[config.mk]
export PLATFORM = sky130hd
export DESIGN_NAME = report_field_change_scanner_top
export DESIGN_NICKNAME = d
export VERILOG_FILES = /design/src/rtl/rfcs_pkg.sv /design/src/rtl/report_field_change_scanner_top.sv /design/src/rtl/rfcs_ram.sv /design/src/rtl/rfcs_ctrl.sv /design/src/rtl/rfcs_dp.sv
export SDC_FILE = /design/constraint.sdc
export NUM_CORES = 1
export LEC_CHECK = 0
export ABC_AREA = 1
export BUFFER_PORTS_ARGS = -buffer_cell sky130_fd_sc_hd__buf_2
export CAP_MARGIN = 10
export CORE_MARGIN = 4
export CORE_UTILIZATION = 25
export CTS_BUF_LIST = sky130_fd_sc_hd__clkbuf_8
export DETAILED_ROUTE_END_ITERATION = 7
export PLACE_DENSITY = 0.47
export SLEW_MARGIN = 15
export SYNTH_ARGS = -nofsm -noshare
export SYNTH_HDL_FRONTEND = slang
export SYNTH_HIERARCHICAL = 1
export SYNTH_SLANG_ARGS = --single-unit
[constraint.sdc]
create_clock -name clk -period 10.6 [get_ports clk]
set_input_delay 2.65 -clock clk [delete_from_list [all_inputs] [get_ports clk]]
set_output_delay 2.65 -clock clk [all_outputs]
set_load 0.01 [all_outputs]
[src/rtl/rfcs_pkg.sv]
// Shared constants, types and the field extraction function of the report field change scanner.
// No dependencies; the top level, controller and datapath import this package.
`timescale 1ns / 1ps

package rfcs_pkg;

	// Store sizes
	localparam int MAX_FIELDS   = 32;
	localparam int REPORT_BYTES = 32;
	localparam int MAX_RESULTS  = 32;

	// Field widths of items and results
	localparam int KIND_W   = 2;
	localparam int IDX_W    = 5;
	localparam int OFFSET_W = 8;
	localparam int NBITS_W  = 6;
	localparam int BIDX_W   = 5;
	localparam int BYTE_W   = 8;
	localparam int VALUE_W  = 32;
	localparam int CFG_W    = 6;

	// Derived widths
	localparam int DESC_AW  = $clog2(MAX_FIELDS);
	localparam int BYTE_AW  = $clog2(REPORT_BYTES);
	localparam int FIDX_W   = $clog2(MAX_FIELDS + 1);
	localparam int CNT_W    = $clog2(MAX_RESULTS + 1);
	localparam int SHIFT_W  = $clog2(BYTE_W);

	// A field of up to VALUE_W bits at any bit phase spans this many bytes
	localparam int SPAN_BYTES = (VALUE_W + BYTE_W - 1 + BYTE_W - 1) / BYTE_W;
	localparam int SPAN_W     = SPAN_BYTES * BYTE_W;
	localparam int SPAN_CW    = $clog2(SPAN_BYTES);

	// Stream packing
	localparam int IN_DATA_W  = 32;
	localparam int OUT_DATA_W = 72;

	// APB port
	localparam int PADDR_W = 3;
	localparam int PDATA_W = 32;
	localparam logic REG_FIELD_COUNT = 1'b0;

	// Item kinds
	localparam logic [KIND_W-1:0] KIND_DESC = 2'd0;
	localparam logic [KIND_W-1:0] KIND_PREV = 2'd1;
	localparam logic [KIND_W-1:0] KIND_CURR = 2'd2;
	localparam logic [KIND_W-1:0] KIND_SCAN = 2'd3;

	typedef struct packed {
		logic [NBITS_W-1:0]  nbits;
		logic [OFFSET_W-1:0] offset;
	} desc_t;

	// Controller to datapath commands
	typedef struct packed {
		logic wr_desc;
		logic wr_prev;
		logic wr_curr;
		logic scan_init;
		logic desc_rd;
		logic desc_cap;
		logic byte_rd;
		logic extract;
		logic push;
		logic flush;
		logic next_field;
	} ctrl_cmd_t;

	// Datapath to controller status
	typedef struct packed {
		logic fidx_zero;
		logic cnt_full;
		logic span_last;
		logic diff;
		logic pend;
		logic out_free;
	} ctrl_sts_t;

	// Take a field out of a byte span: shift by the bit phase, keep nbits (saturated)
	function automatic logic [VALUE_W-1:0] field_value(
		input logic [SPAN_W-1:0]  span,
		input logic [SHIFT_W-1:0] phase,
		input logic [NBITS_W-1:0] nbits
	);
		logic [SPAN_W-1:0]  shifted;
		logic [VALUE_W-1:0] mask;
		shifted = span >> phase;
		if (nbits >= NBITS_W'(VALUE_W)) begin
			mask = '1;
		end else begin
			mask = (VALUE_W'(1) << nbits[$clog2(VALUE_W)-1:0]) - VALUE_W'(1);
		end
		return shifted[VALUE_W-1:0] & mask;
	endfunction

endpackage

[src/rtl/report_field_change_scanner_top.sv]
// Top level of the report field change scanner: stream ports, APB register, controller and datapath.
// Depends on rfcs_pkg, rfcs_ctrl, rfcs_dp (and rfcs_ram through the datapath).
//
//   Channel   Direction  Carries
//   s_axis    in         load descriptor, load previous/current report byte, or scan
//   m_axis    out        one item per changed field, or one not-found item; tlast on the final one
//   apb       in/out     field_count register at byte address 0
//
// A load item is written straight into its store. A scan item walks each descriptor in use
// through a descriptor read, five byte reads of both report RAMs, extract and compare,
// one descriptor after the next, through the single read port of each report RAM.
// No item is taken while a scan runs; a stalled m_axis holds the scan at its next result.
// Reset clears the controller, counters and field_count; the stores are not cleared.
`timescale 1ns / 1ps

module report_field_change_scanner_top
	import rfcs_pkg::*;
(
	input  logic                  clk,
	input  logic                  arst_n,
	// Stream in
	input  logic                  s_axis_tvalid,
	output logic                  s_axis_tready,
	// desc_index[4:0], field_offset[12:5], field_bits[18:13], byte_index[23:19],
	// report_byte[31:24]
	input  logic [IN_DATA_W-1:0]  s_axis_tdata,
	// kind[1:0]
	input  logic [KIND_W-1:0]     s_axis_tuser,
	// Stream out
	output logic                  m_axis_tvalid,
	input  logic                  m_axis_tready,
	// changed_index[4:0], new_value[36:5], old_value[68:37], zero[71:69]
	output logic [OUT_DATA_W-1:0] m_axis_tdata,
	// found[0]
	output logic                  m_axis_tuser,
	output logic                  m_axis_tlast,
	// APB
	input  logic                  psel,
	input  logic                  penable,
	input  logic                  pwrite,
	input  logic [PADDR_W-1:0]    paddr,
	input  logic [PDATA_W-1:0]    pwdata,
	output logic [PDATA_W-1:0]    prdata,
	output logic                  pready
);

	ctrl_cmd_t          cmd;
	ctrl_sts_t          sts;
	logic [CFG_W-1:0]   field_count_q;
	logic [IDX_W-1:0]   out_index;
	logic [VALUE_W-1:0] out_new;
	logic [VALUE_W-1:0] out_old;

	// Register write and read
	assign pready = 1'b1;

	always_ff @(posedge clk or negedge arst_n) begin
		if (!arst_n) begin
			field_count_q <= '0;
		end else if (psel && penable && pwrite && pready && (paddr[2] == REG_FIELD_COUNT)) begin
			field_count_q <= pwdata[CFG_W-1:0];
		end
	end

	assign prdata = (paddr[2] == REG_FIELD_COUNT) ? PDATA_W'(field_count_q) : '0;

	rfcs_ctrl u_ctrl (
		.clk      (clk),
		.arst_n   (arst_n),
		.in_valid (s_axis_tvalid),
		.in_ready (s_axis_tready),
		.in_kind  (s_axis_tuser),
		.sts      (sts),
		.cmd      (cmd)
	);

	rfcs_dp u_dp (
		.clk          (clk),
		.arst_n       (arst_n),
		.cmd          (cmd),
		.sts          (sts),
		.field_count  (field_count_q),
		.desc_index   (s_axis_tdata[4:0]),
		.field_offset (s_axis_tdata[12:5]),
		.field_bits   (s_axis_tdata[18:13]),
		.byte_index   (s_axis_tdata[23:19]),
		.report_byte  (s_axis_tdata[31:24]),
		.out_valid    (m_axis_tvalid),
		.out_ready    (m_axis_tready),
		.out_found    (m_axis_tuser),
		.out_index    (out_index),
		.out_new      (out_new),
		.out_old      (out_old),
		.out_last     (m_axis_tlast)
	);

	// Pack result fields, lowest first
	assign m_axis_tdata = {3'b000, out_old, out_new, out_index};

endmodule

[src/rtl/rfcs_ram.sv]
// Generic simple dual-port RAM: one write port, one read port with registered read data.
// No dependencies.
`timescale 1ns / 1ps

module rfcs_ram #(
	parameter int WIDTH = 8,
	parameter int DEPTH = 32
) (
	input  logic                     clk,
	input  logic                     we,
	input  logic [$clog2(DEPTH)-1:0] waddr,
	input  logic [WIDTH-1:0]         wdata,
	input  logic                     re,
	input  logic [$clog2(DEPTH)-1:0] raddr,
	output logic [WIDTH-1:0]         rdata
);

	logic [WIDTH-1:0] mem [DEPTH];

	// Write and registered read
	always_ff @(posedge clk) begin
		if (we) begin
			mem[waddr] <= wdata;
		end
		if (re) begin
			rdata <= mem[raddr];
		end
	end

endmodule

[src/rtl/rfcs_ctrl.sv]
// Controller of the report field change scanner: takes items and sequences the scan.
// Depends on rfcs_pkg; drives the command struct of rfcs_dp.
`timescale 1ns / 1ps

module rfcs_ctrl
	import rfcs_pkg::*;
(
	input  logic              clk,
	input  logic              arst_n,
	input  logic              in_valid,
	output logic              in_ready,
	input  logic [KIND_W-1:0] in_kind,
	input  ctrl_sts_t         sts,
	output ctrl_cmd_t         cmd
);

	localparam logic [2:0] S_IDLE  = 3'd0;
	localparam logic [2:0] S_NEXT  = 3'd1;
	localparam logic [2:0] S_DESC  = 3'd2;
	localparam logic [2:0] S_BYTE  = 3'd3;
	localparam logic [2:0] S_TAIL  = 3'd4;
	localparam logic [2:0] S_EXT   = 3'd5;
	localparam logic [2:0] S_CHK   = 3'd6;
	localparam logic [2:0] S_FLUSH = 3'd7;

	logic [2:0] state_q;
	logic [2:0] state_d;
	logic       accept;

	assign in_ready = (state_q == S_IDLE);
	assign accept   = in_valid && in_ready;

	// Next state and commands
	always_comb begin
		state_d = state_q;
		cmd     = '0;
		unique case (state_q)
			S_IDLE: begin
				if (accept) begin
					case (in_kind)
						KIND_DESC: cmd.wr_desc = 1'b1;
						KIND_PREV: cmd.wr_prev = 1'b1;
						KIND_CURR: cmd.wr_curr = 1'b1;
						default: begin
							cmd.scan_init = 1'b1;
							state_d       = S_NEXT;
						end
					endcase
				end
			end
			S_NEXT: begin
				if (sts.fidx_zero || sts.cnt_full) begin
					state_d = S_FLUSH;
				end else begin
					cmd.desc_rd = 1'b1;
					state_d     = S_DESC;
				end
			end
			S_DESC: begin
				cmd.desc_cap = 1'b1;
				state_d      = S_BYTE;
			end
			S_BYTE: begin
				cmd.byte_rd = 1'b1;
				if (sts.span_last) begin
					state_d = S_TAIL;
				end
			end
			S_TAIL: begin
				state_d = S_EXT;
			end
			S_EXT: begin
				cmd.extract = 1'b1;
				state_d     = S_CHK;
			end
			S_CHK: begin
				// Hold while an earlier result still occupies the output register
				if (!sts.diff) begin
					cmd.next_field = 1'b1;
					state_d        = S_NEXT;
				end else if (!sts.pend || sts.out_free) begin
					cmd.push       = 1'b1;
					cmd.next_field = 1'b1;
					state_d        = S_NEXT;
				end
			end
			S_FLUSH: begin
				if (sts.out_free) begin
					cmd.flush = 1'b1;
					state_d   = S_IDLE;
				end
			end
			default: state_d = S_IDLE;
		endcase
	end

	always_ff @(posedge clk or negedge arst_n) begin
		if (!arst_n) begin
			state_q <= S_IDLE;
		end else begin
			state_q <= state_d;
		end
	end

endmodule

[src/rtl/rfcs_dp.sv]
// Datapath of the report field change scanner: descriptor and report RAMs, byte span
// assembly, field extraction, pending result and output register. Depends on rfcs_pkg, rfcs_ram.
`timescale 1ns / 1ps

module rfcs_dp
	import rfcs_pkg::*;
(
	input  logic                clk,
	input  logic                arst_n,
	input  ctrl_cmd_t           cmd,
	output ctrl_sts_t           sts,
	input  logic [CFG_W-1:0]    field_count,
	input  logic [IDX_W-1:0]    desc_index,
	input  logic [OFFSET_W-1:0] field_offset,
	input  logic [NBITS_W-1:0]  field_bits,
	input  logic [BIDX_W-1:0]   byte_index,
	input  logic [BYTE_W-1:0]   report_byte,
	output logic                out_valid,
	input  logic                out_ready,
	output logic                out_found,
	output logic [IDX_W-1:0]    out_index,
	output logic [VALUE_W-1:0]  out_new,
	output logic [VALUE_W-1:0]  out_old,
	output logic                out_last
);

	desc_t                desc_wdata;
	desc_t                desc_rdata;
	logic                 desc_we;
	logic [BYTE_W-1:0]    prev_rdata;
	logic [BYTE_W-1:0]    curr_rdata;

	logic [FIDX_W-1:0]    fidx_q;
	logic [FIDX_W-1:0]    fidx_m1;
	logic [CNT_W-1:0]     cnt_q;
	logic [SPAN_CW-1:0]   span_q;
	logic [BYTE_AW-1:0]   baddr_q;
	logic [OFFSET_W-1:0]  off_q;
	logic [NBITS_W-1:0]   nbits_q;
	logic                 cap_s1;
	logic [SPAN_W-1:0]    prev_span_q;
	logic [SPAN_W-1:0]    curr_span_q;
	logic [VALUE_W-1:0]   old_q;
	logic [VALUE_W-1:0]   new_q;
	logic [IDX_W-1:0]     pend_idx_q;
	logic [VALUE_W-1:0]   pend_new_q;
	logic [VALUE_W-1:0]   pend_old_q;
	logic                 out_valid_q;
	logic                 out_found_q;
	logic [IDX_W-1:0]     out_index_q;
	logic [VALUE_W-1:0]   out_new_q;
	logic [VALUE_W-1:0]   out_old_q;
	logic                 out_last_q;
	logic                 out_free;

	assign fidx_m1 = fidx_q - FIDX_W'(1);

	// Descriptor store; slots beyond the table are dropped
	assign desc_wdata.nbits  = field_bits;
	assign desc_wdata.offset = field_offset;
	assign desc_we = cmd.wr_desc && (int'(desc_index) < MAX_FIELDS);

	rfcs_ram #(.WIDTH($bits(desc_t)), .DEPTH(MAX_FIELDS)) u_desc_ram (
		.clk   (clk),
		.we    (desc_we),
		.waddr (desc_index[DESC_AW-1:0]),
		.wdata (desc_wdata),
		.re    (cmd.desc_rd),
		.raddr (fidx_m1[DESC_AW-1:0]),
		.rdata (desc_rdata)
	);

	// Previous and current report stores, read in step at the same byte address
	rfcs_ram #(.WIDTH(BYTE_W), .DEPTH(REPORT_BYTES)) u_prev_ram (
		.clk   (clk),
		.we    (cmd.wr_prev),
		.waddr (byte_index[BYTE_AW-1:0]),
		.wdata (report_byte),
		.re    (cmd.byte_rd),
		.raddr (baddr_q),
		.rdata (prev_rdata)
	);

	rfcs_ram #(.WIDTH(BYTE_W), .DEPTH(REPORT_BYTES)) u_curr_ram (
		.clk   (clk),
		.we    (cmd.wr_curr),
		.waddr (byte_index[BYTE_AW-1:0]),
		.wdata (report_byte),
		.re    (cmd.byte_rd),
		.raddr (baddr_q),
		.rdata (curr_rdata)
	);

	// Field and result counters
	always_ff @(posedge clk or negedge arst_n) begin
		if (!arst_n) begin
			fidx_q <= '0;
			cnt_q  <= '0;
			cap_s1 <= 1'b0;
		end else begin
			cap_s1 <= cmd.byte_rd;
			if (cmd.scan_init) begin
				if (int'(field_count) > MAX_FIELDS) begin
					fidx_q <= FIDX_W'(MAX_FIELDS);
				end else begin
					fidx_q <= FIDX_W'(field_count);
				end
			end else if (cmd.next_field) begin
				fidx_q <= fidx_m1;
			end
			if (cmd.flush) begin
				cnt_q <= '0;
			end else if (cmd.push) begin
				cnt_q <= cnt_q + CNT_W'(1);
			end
		end
	end

	// Latch descriptor, walk the byte span, shift in bytes one read behind
	always_ff @(posedge clk) begin
		if (cmd.desc_cap) begin
			off_q   <= desc_rdata.offset;
			nbits_q <= desc_rdata.nbits;
			baddr_q <= BYTE_AW'(desc_rdata.offset[OFFSET_W-1:SHIFT_W]);
			span_q  <= '0;
		end else if (cmd.byte_rd) begin
			baddr_q <= baddr_q + BYTE_AW'(1);
			span_q  <= span_q + SPAN_CW'(1);
		end
		if (cap_s1) begin
			prev_span_q <= {prev_rdata, prev_span_q[SPAN_W-1:BYTE_W]};
			curr_span_q <= {curr_rdata, curr_span_q[SPAN_W-1:BYTE_W]};
		end
		if (cmd.extract) begin
			old_q <= field_value(prev_span_q, off_q[SHIFT_W-1:0], nbits_q);
			new_q <= field_value(curr_span_q, off_q[SHIFT_W-1:0], nbits_q);
		end
		// Hold the latest change until the next one shows whether it is the final result
		if (cmd.push) begin
			pend_idx_q <= fidx_m1[IDX_W-1:0];
			pend_new_q <= new_q;
			pend_old_q <= old_q;
		end
	end

	assign out_free = !out_valid_q || out_ready;

	// Output register
	always_ff @(posedge clk or negedge arst_n) begin
		if (!arst_n) begin
			out_valid_q <= 1'b0;
		end else if ((cmd.push && (cnt_q != '0)) || cmd.flush) begin
			out_valid_q <= 1'b1;
		end else if (out_ready) begin
			out_valid_q <= 1'b0;
		end
	end

	always_ff @(posedge clk) begin
		if (cmd.push && (cnt_q != '0)) begin
			out_found_q <= 1'b1;
			out_index_q <= pend_idx_q;
			out_new_q   <= pend_new_q;
			out_old_q   <= pend_old_q;
			out_last_q  <= 1'b0;
		end else if (cmd.flush) begin
			out_found_q <= (cnt_q != '0);
			out_index_q <= (cnt_q != '0) ? pend_idx_q : '0;
			out_new_q   <= (cnt_q != '0) ? pend_new_q : '0;
			out_old_q   <= (cnt_q != '0) ? pend_old_q : '0;
			out_last_q  <= 1'b1;
		end
	end

	assign out_valid = out_valid_q;
	assign out_found = out_found_q;
	assign out_index = out_index_q;
	assign out_new   = out_new_q;
	assign out_old   = out_old_q;
	assign out_last  = out_last_q;

	// Status back to the controller
	assign sts.fidx_zero = (fidx_q == '0);
	assign sts.cnt_full  = (int'(cnt_q) == MAX_RESULTS);
	assign sts.span_last = (int'(span_q) == SPAN_BYTES - 1);
	assign sts.diff      = (old_q != new_q);
	assign sts.pend      = (cnt_q != '0);
	assign sts.out_free  = out_free;

endmodule
==> out/results.ini, run 1 <==
[synthesis]
syn_area_per_cell_um2 = 11.17
ys_ff_latch = 1314
synth-edff-count = 1286
synthFlopType = edfxtp_1
ys_types = 53
syn_area_um2 = 55960
yosysWarnings = 6
netlist_instances = 5009
ys_seq_area_frac = 0.7022
async_flop_share = 0.01750

[routing]
drt-met1-wl_um = 64570
route.met3.wl_um = 8037
drtIter0Drc = 2833
final_antenna_net_count = 0
highest_layer = met5
wl_per_cell_um = 17.46
dr_wl_met2_um = 68730
first_pass_iters = 6
viasPerCell = 4.337
drt-total-wl_um = 145000
num_vias = 36012
drc_errors = 0

[critical_path]
crit_type = input port to output pin
worstSetupStartpointType = input port
crit_fanout = 7
worstPathRequired_ns = 7.95
cp-startpoint = paddr[2]
r2r-start = u_ctrl/state_q[2]$_DFFE_PN0P_
critPathCapture = prdata[1]
reg2regPathDepth = 7
rrSetupSlack_ns = 6.71
worstPathArrival_ns = 3.05
r2r_end = u_dp/u_prev_ram/mem[30][5]$_DFFE_PP_
endpoint_kind = output pin

[run_status]
run_status = finished, final reports clean

[clocking]
cts_setup_buffers = 0
cts_max_path_buffers = 3
clkTransAtPathRegs_ns = 0.06
cts_hold_buf = 0
cts_resized = 0
clockRootBuffer = clkbuf_8
htreeDepth = 4
cts_tree = done
clkLatencyLatePin_ns = 0.99
cts.sink_count = 1314
numCtsBuffers = 212

[timing]
fmax_mhz = 175.6
fin_crit_sh = 0.5373
hold_slack_ns = 0.4154
max-slew-margin-rel = 0.1980
setup_ws_ns = 4.905
finalClockSkew_ns = 0.06616
setup_violations = 0
fin_crit_ns = 5.695
grt_setup_unrepaired = no
worst_pin_slew_ns = 1.202
drv_slew = 0
hold_viol = 0
fin_setup_tns_ns = 0

[layout]
drive_gt1_frac = 0.09840
instances_no_fill = 8304
layout_commonest_cell = nand2_1
syn_to_final_growth_pct = 12.54
layout_common_cells = nand2_1 (1784), edfxtp_1 (1286), nand3_1 (835)
fin_area_um2 = 62980
fin_nets = 5242

[global_routing]
antenna_found_initial = 9
grt_pass1_wl_um = 216900
track_usage = 0.1222
grt_pass1_vias = 34885
overflow = 0
grt_max_degree = 133

[power_and_ir_drop]
p_sw_uw = 7063
powerDensity_nw_per_um2 = 270.8
ir_worst_vdd_mv = 0.1852
p_sw_frac = 0.4142
power_frac_seq = 0.387
intPower_uw = 9990
combPwrFrac = 0.380
p_clk_frac = 0.234
leakage_uw = 0.02385

[place]
globalplace.congestion = 0.8210
dpl_cell_area_um2 = 59160
hpwl_um = 85260
pre_cts_slack_ns = 4.892
io_buffers = 126
dp.cells = 7919

[floorplan]
core_area_um2 = 222500
initial_core_util = 0.2515
fp-row-count = 173
die_w_um = 481.1
die_area_um2 = 231500
fp.dieH_um = 481.1
top_level_ports = 185

[worst_hold_path]
hold_class = flop to flop

[run]
max_cap_viol_count = 0

## stage by stage
stage          total power, µW    util
3_3_place_gp             13250  0.2659
6_report                 17050  0.2830
3_5_place_dp             13260  0.2659
5_1_grt                  18300  0.2830
2_1_floorplan            11240       -
4_1_cts                  17320  0.2829
## power by group through the flow
| stage | sequential, µW | clock (µW) | combinational, µW |
|---|---|---|---|
| after CTS | 6600 | 4150 | 6580 |
| after detailed placement | 6700 | 0 | 6560 |
| final | 6590 | 3990 | 6470 |
| after global placement | 6690 | 0 | 6560 |
| after global routing | 6630 | 4390 | 7270 |
| after floorplan | 6680 | 0 | 4560 |
## layout make-up
| cell class | count | area (µm²) |
|---|---|---|
| fill | 23351 | 159500 |
| sequential | 1314 | 39300 |
| multi-input combinational | 3206 | 14080 |
| tap | 2975 | 3722 |
| clock buffer | 212 | 2918 |
| timing repair buffer | 201 | 1210 |
| clock inverter | 169 | 883.3 |
| inverter | 223 | 858.3 |
| antenna | 4 | 10.01 |
## worst min path at each step
stage | from | endpoint | slack [ns] | depth (start not counted)
floorplan | u_dp/curr_span_q[39]$_DFFE_PP_ | u_dp/curr_span_q[31]$_DFFE_PP_ | 0.40 | 0
global placement | u_dp/u_prev_ram/rdata[4]$_DFFE_PP_ | u_dp/prev_span_q[36]$_DFFE_PP_ | 0.40 | 0
detailed placement | u_dp/u_prev_ram/rdata[4]$_DFFE_PP_ | u_dp/prev_span_q[36]$_DFFE_PP_ | 0.41 | 0
CTS | u_dp/prev_span_q[39]$_DFFE_PP_ | u_dp/prev_span_q[31]$_DFFE_PP_ | 0.40 | 0
global route | u_dp/u_curr_ram/rdata[6]$_DFFE_PP_ | u_dp/curr_span_q[38]$_DFFE_PP_ | 0.42 | 0
finish | u_dp/prev_span_q[39]$_DFFE_PP_ | u_dp/prev_span_q[31]$_DFFE_PP_ | 0.42 | 0
## state kept, by name, indices dropped and copies added (netlist names), 40 cells and up
name and count:
u_dp/curr_span_q 40, u_dp/u_desc_ram/mem 448, u_dp/u_curr_ram/mem 256, u_dp/prev_span_q 40, u_dp/u_prev_ram/mem 256
## per-layer routing
metal,track usage,vias to the layer above
li1,-,17509
met1,0.1621,17269
met2,0.2008,982
met3,0.02444,246
met4,0.03854,6
met5,0,-
## synthesized netlist by cell type, types with 2 or more instances
cell,instances,share of area
inv_1,203,0.014
o211ai_1,8,0.0011
nor4_1,3,0.00034
nor2_4,3,0.00060
and3_1,3,0.00034
xor2_1,8,0.0013
ha_1,8,0.0018
conb_1,2,0.00013
o21ai_0,109,0.0097
a221oi_1,2,0.00031
dfxtp_1,5,0.0018
nor3_1,13,0.0012
dfrtp_1,23,0.010
clkbuf_1,72,0.0048
nand3_1,835,0.075
buf_6,65,0.013
a31oi_1,13,0.0015
nor2_1,220,0.015
nand3_2,3,0.00054
edfxtp_1,1286,0.69
inv_2,17,0.0011
buf_4,56,0.0075
xnor2_1,17,0.0027
nand2_1,1784,0.12
or2_2,14,0.0016
nor2_2,8,0.00089
buf_2,81,0.0072
mux2i_1,25,0.0045
nand2_2,2,0.00022
a21oi_1,46,0.0041
buf_1,18,0.0012
nand4_1,32,0.0036
o2111ai_1,3,0.00047
a211oi_1,3,0.00040
## worst max-delay path, cell delays in order
cell,delay (ns)
buf_2,0.15
nor2_1,0.11
buf_2,0.14
## logic make-up after synthesis
family	synth area share
AO/OA/AOI/OAI	0.01874
XOR/XNOR	0.003913
adder cells (fa/ha/maj)	0.001789
buffers and inverters	0.04941
flip-flops	0.7022
multiplexers	0.004472
other	0.0001342
AND/OR/NAND/NOR	0.2194
Power figures use the tool's default switching activity.
==> run 2, diff against run 1 <==
--- a/config.mk
+++ b/config.mk
@@ -12,7 +12,7 @@
 export CORE_UTILIZATION = 25
 export CTS_BUF_LIST = sky130_fd_sc_hd__clkbuf_8
 export DETAILED_ROUTE_END_ITERATION = 7
-export PLACE_DENSITY = 0.47
+export PLACE_DENSITY = 0.48
 export SLEW_MARGIN = 15
 export SYNTH_ARGS = -nofsm -noshare
 export SYNTH_HDL_FRONTEND = slang
==> constraint.sdc (replaced) <==
create_clock -name clk -period 4.74 [get_ports clk]
set_input_delay 1.185 -clock clk [delete_from_list [all_inputs] [get_ports clk]]
set_output_delay 1.185 -clock clk [all_outputs]
set_load 0.01 [all_outputs]
==> out/results.ini, run 2 (synthesis gave the netlist of run 1 again) <==
[timing]
worst_pin_slew_ns = 1.192  ; was 1.202 ns
fin_crit_sh = 0.6993
grt_setup_unrepaired = no  ; unchanged
finalClockSkew_ns = 0.07211  ; was 0.06616 ns
hold_viol = 0  ; unchanged
setup_violations = 0  ; unchanged
fin_setup_tns_ns = 0  ; unchanged
drv_slew = 0  ; unchanged
fmax_mhz = 301.7
fin_crit_ns = 3.315
hold_slack_ns = 0.2307  ; was 0.4154 ns
max-slew-margin-rel = 0.2053  ; was 0.1980

[global_routing]
grt_pass1_vias = 35459  ; was 34885
overflow = 0  ; unchanged
grt_max_degree = 207  ; was 133
track_usage = 0.1235  ; was 0.1222
grt_pass1_wl_um = 220200  ; was 216900 µm
antenna_found_initial = 9  ; unchanged

[floorplan]
fp-row-count = 173  ; unchanged
core_area_um2 = 222500  ; unchanged
top_level_ports = 185  ; unchanged
fp.dieH_um = 481.1  ; unchanged
die_w_um = 481.1  ; unchanged
initial_core_util = 0.2515  ; unchanged
die_area_um2 = 231500  ; unchanged

[layout]
syn_to_final_growth_pct = 14.01  ; was 12.54%
layout_common_cells = nand2_1 (1784), edfxtp_1 (1286), nand3_1 (835)  ; unchanged
top_register = u_dp/u_desc_ram/mem  ; unchanged
fin_nets = 5322  ; was 5242
drive_gt1_frac = 0.1119  ; was 0.09840
layout_commonest_cell = nand2_1  ; unchanged
top_regs = u_dp/u_desc_ram/mem (448), u_dp/u_curr_ram/mem (256), u_dp/u_prev_ram/mem (256)  ; unchanged
n_fill_cell = 23243  ; was 23351
largest_reg_flops = 448  ; unchanged

[critical_path]
worstPathArrival_ns = 2.13  ; was 3.05 ns
endpoint_kind = output pin  ; unchanged
rrSetupSlack_ns = 1.55  ; was 6.71 ns
worstSetupStartpointType = flop  ; was input port
reg2regPathDepth = 10  ; was 7
worstPathRequired_ns = 3.56  ; was 7.95 ns
r2r_end = u_dp/u_curr_ram/rdata[3]$_DFFE_PP_  ; was u_dp/u_prev_ram/mem[30][5]$_DFFE_PP_
crit_type = flop to output pin  ; was input port to output pin
crit_fanout = 9  ; was 7
r2r-start = u_dp/baddr_q[0]$_DFFE_PP_  ; was u_ctrl/state_q[2]$_DFFE_PN0P_

[clocking]
clkLatencyLatePin_ns = 0.99  ; about the same
cts_setup_buffers = 0  ; unchanged
cts_hold_buf = 0  ; unchanged
cts.sink_count = 1314  ; unchanged
cts_tree = done  ; unchanged
clockRootBuffer = clkbuf_8  ; unchanged
htreeDepth = 4  ; unchanged
clkTransAtPathRegs_ns = 0.06  ; about the same
cts_resized = 0  ; unchanged
numCtsBuffers = 212  ; unchanged
cts_max_path_buffers = 3  ; unchanged

[power_and_ir_drop]
power_frac_seq = 0.386  ; was 0.387
intPower_uw = 22670  ; was 9990 µW
leakage_uw = 0.02437  ; was 0.02385 µW
p_sw_uw = 15880  ; was 7063 µW
p_sw_frac = 0.4120  ; was 0.4142
ir_worst_vdd_mv = 0.7653  ; was 0.1852 mV
powerDensity_nw_per_um2 = 604.1  ; was 270.8 nW/µm²
combPwrFrac = 0.376  ; was 0.380
p_clk_frac = 0.238  ; was 0.234

[worst_hold_path]
hold_class = input port to async pin  ; was flop to flop

[run_status]
run_status = finished, final reports clean  ; unchanged

[run]
max_cap_viol_count = 0  ; unchanged

[routing]
first_pass_iters = 6  ; unchanged
drc_errors = 0  ; unchanged
wl_per_cell_um = 17.29  ; was 17.46 µm
drt-total-wl_um = 145200  ; was 145000 µm
final_antenna_net_count = 0  ; unchanged
num_vias = 36139  ; was 36012
viasPerCell = 4.303  ; was 4.337
drtIter0Drc = 2868  ; was 2833

[place]
hpwl_um = 87370  ; was 85260 µm
globalplace.congestion = 0.8176  ; was 0.8210
io_buffers = 126  ; unchanged

run 2: worst max path at each step:
stage                                             start                                  to  depth (start not counted)
final                     u_ctrl/state_q[2]$_DFFE_PN0P_                       s_axis_tready                          4
after global routing      u_ctrl/state_q[2]$_DFFE_PN0P_                       s_axis_tready                          4
after CTS                 u_ctrl/state_q[2]$_DFFE_PN0P_                       s_axis_tready                          4
after detailed placement                s_axis_tuser[1]          u_dp/fidx_q[4]$_DFFE_PN0P_                          9
after global placement        u_dp/baddr_q[0]$_DFFE_PP_  u_dp/u_curr_ram/rdata[3]$_DFFE_PP_                         10
after floorplan                           m_axis_tready         u_dp/out_index[0]$_DFFE_PP_                         11
run 2: metal layers:
layer  up-vias  global-route usage  wire, µm
li1      17652                   -         -
met4         8             0.03351      2840
met3       207             0.02586      8229
met1     17376              0.1635     64390
met2       896              0.2048     69700
met5         -                   0        47
run 2: power groups by stage:
stage	logic, µW	clock network, µW	registers [µW]
finish	14500	9190	14900
global route	16300	10100	15000
CTS	14700	9550	14900
detailed placement	14600	0	15100
global placement	14700	0	15100
floorplan	10200	0	14900
run 2: final cells by class:
type                       instances  area [µm²]  area share
antenna                            8       20.02   0.0003138
clock buffer                     214        2945     0.04616
clock inverter                   177        1020     0.01598
inverter                         223       859.6     0.01347
multi-input combinational       3206       14080      0.2207
sequential                      1314       39300      0.6159
tap                             2975        3722     0.05834
timing repair buffer             281        1857     0.02910
run 2: worst max-delay path: stages (launching register included):
cell and delay (ns):
dfrtp_1 0.54, inv_2 0.19, nand3_2 0.10, inv_2 0.19, buf_2 0.17
run 2: metrics by stage:
stage               std cells    util  instance area (µm²)  total power, µW  worst slack (ns)
finish                   8398  0.2867                63800            38550             1.425
global route             8392  0.2867                63790            41380             1.212
global placement         7998  0.2687                59790            29780             1.438
detailed placement       7998  0.2687                59790            29780             1.483
CTS                      8389  0.2865                63760            39120             1.241
floorplan                5037       -                56080            25130           0.03538
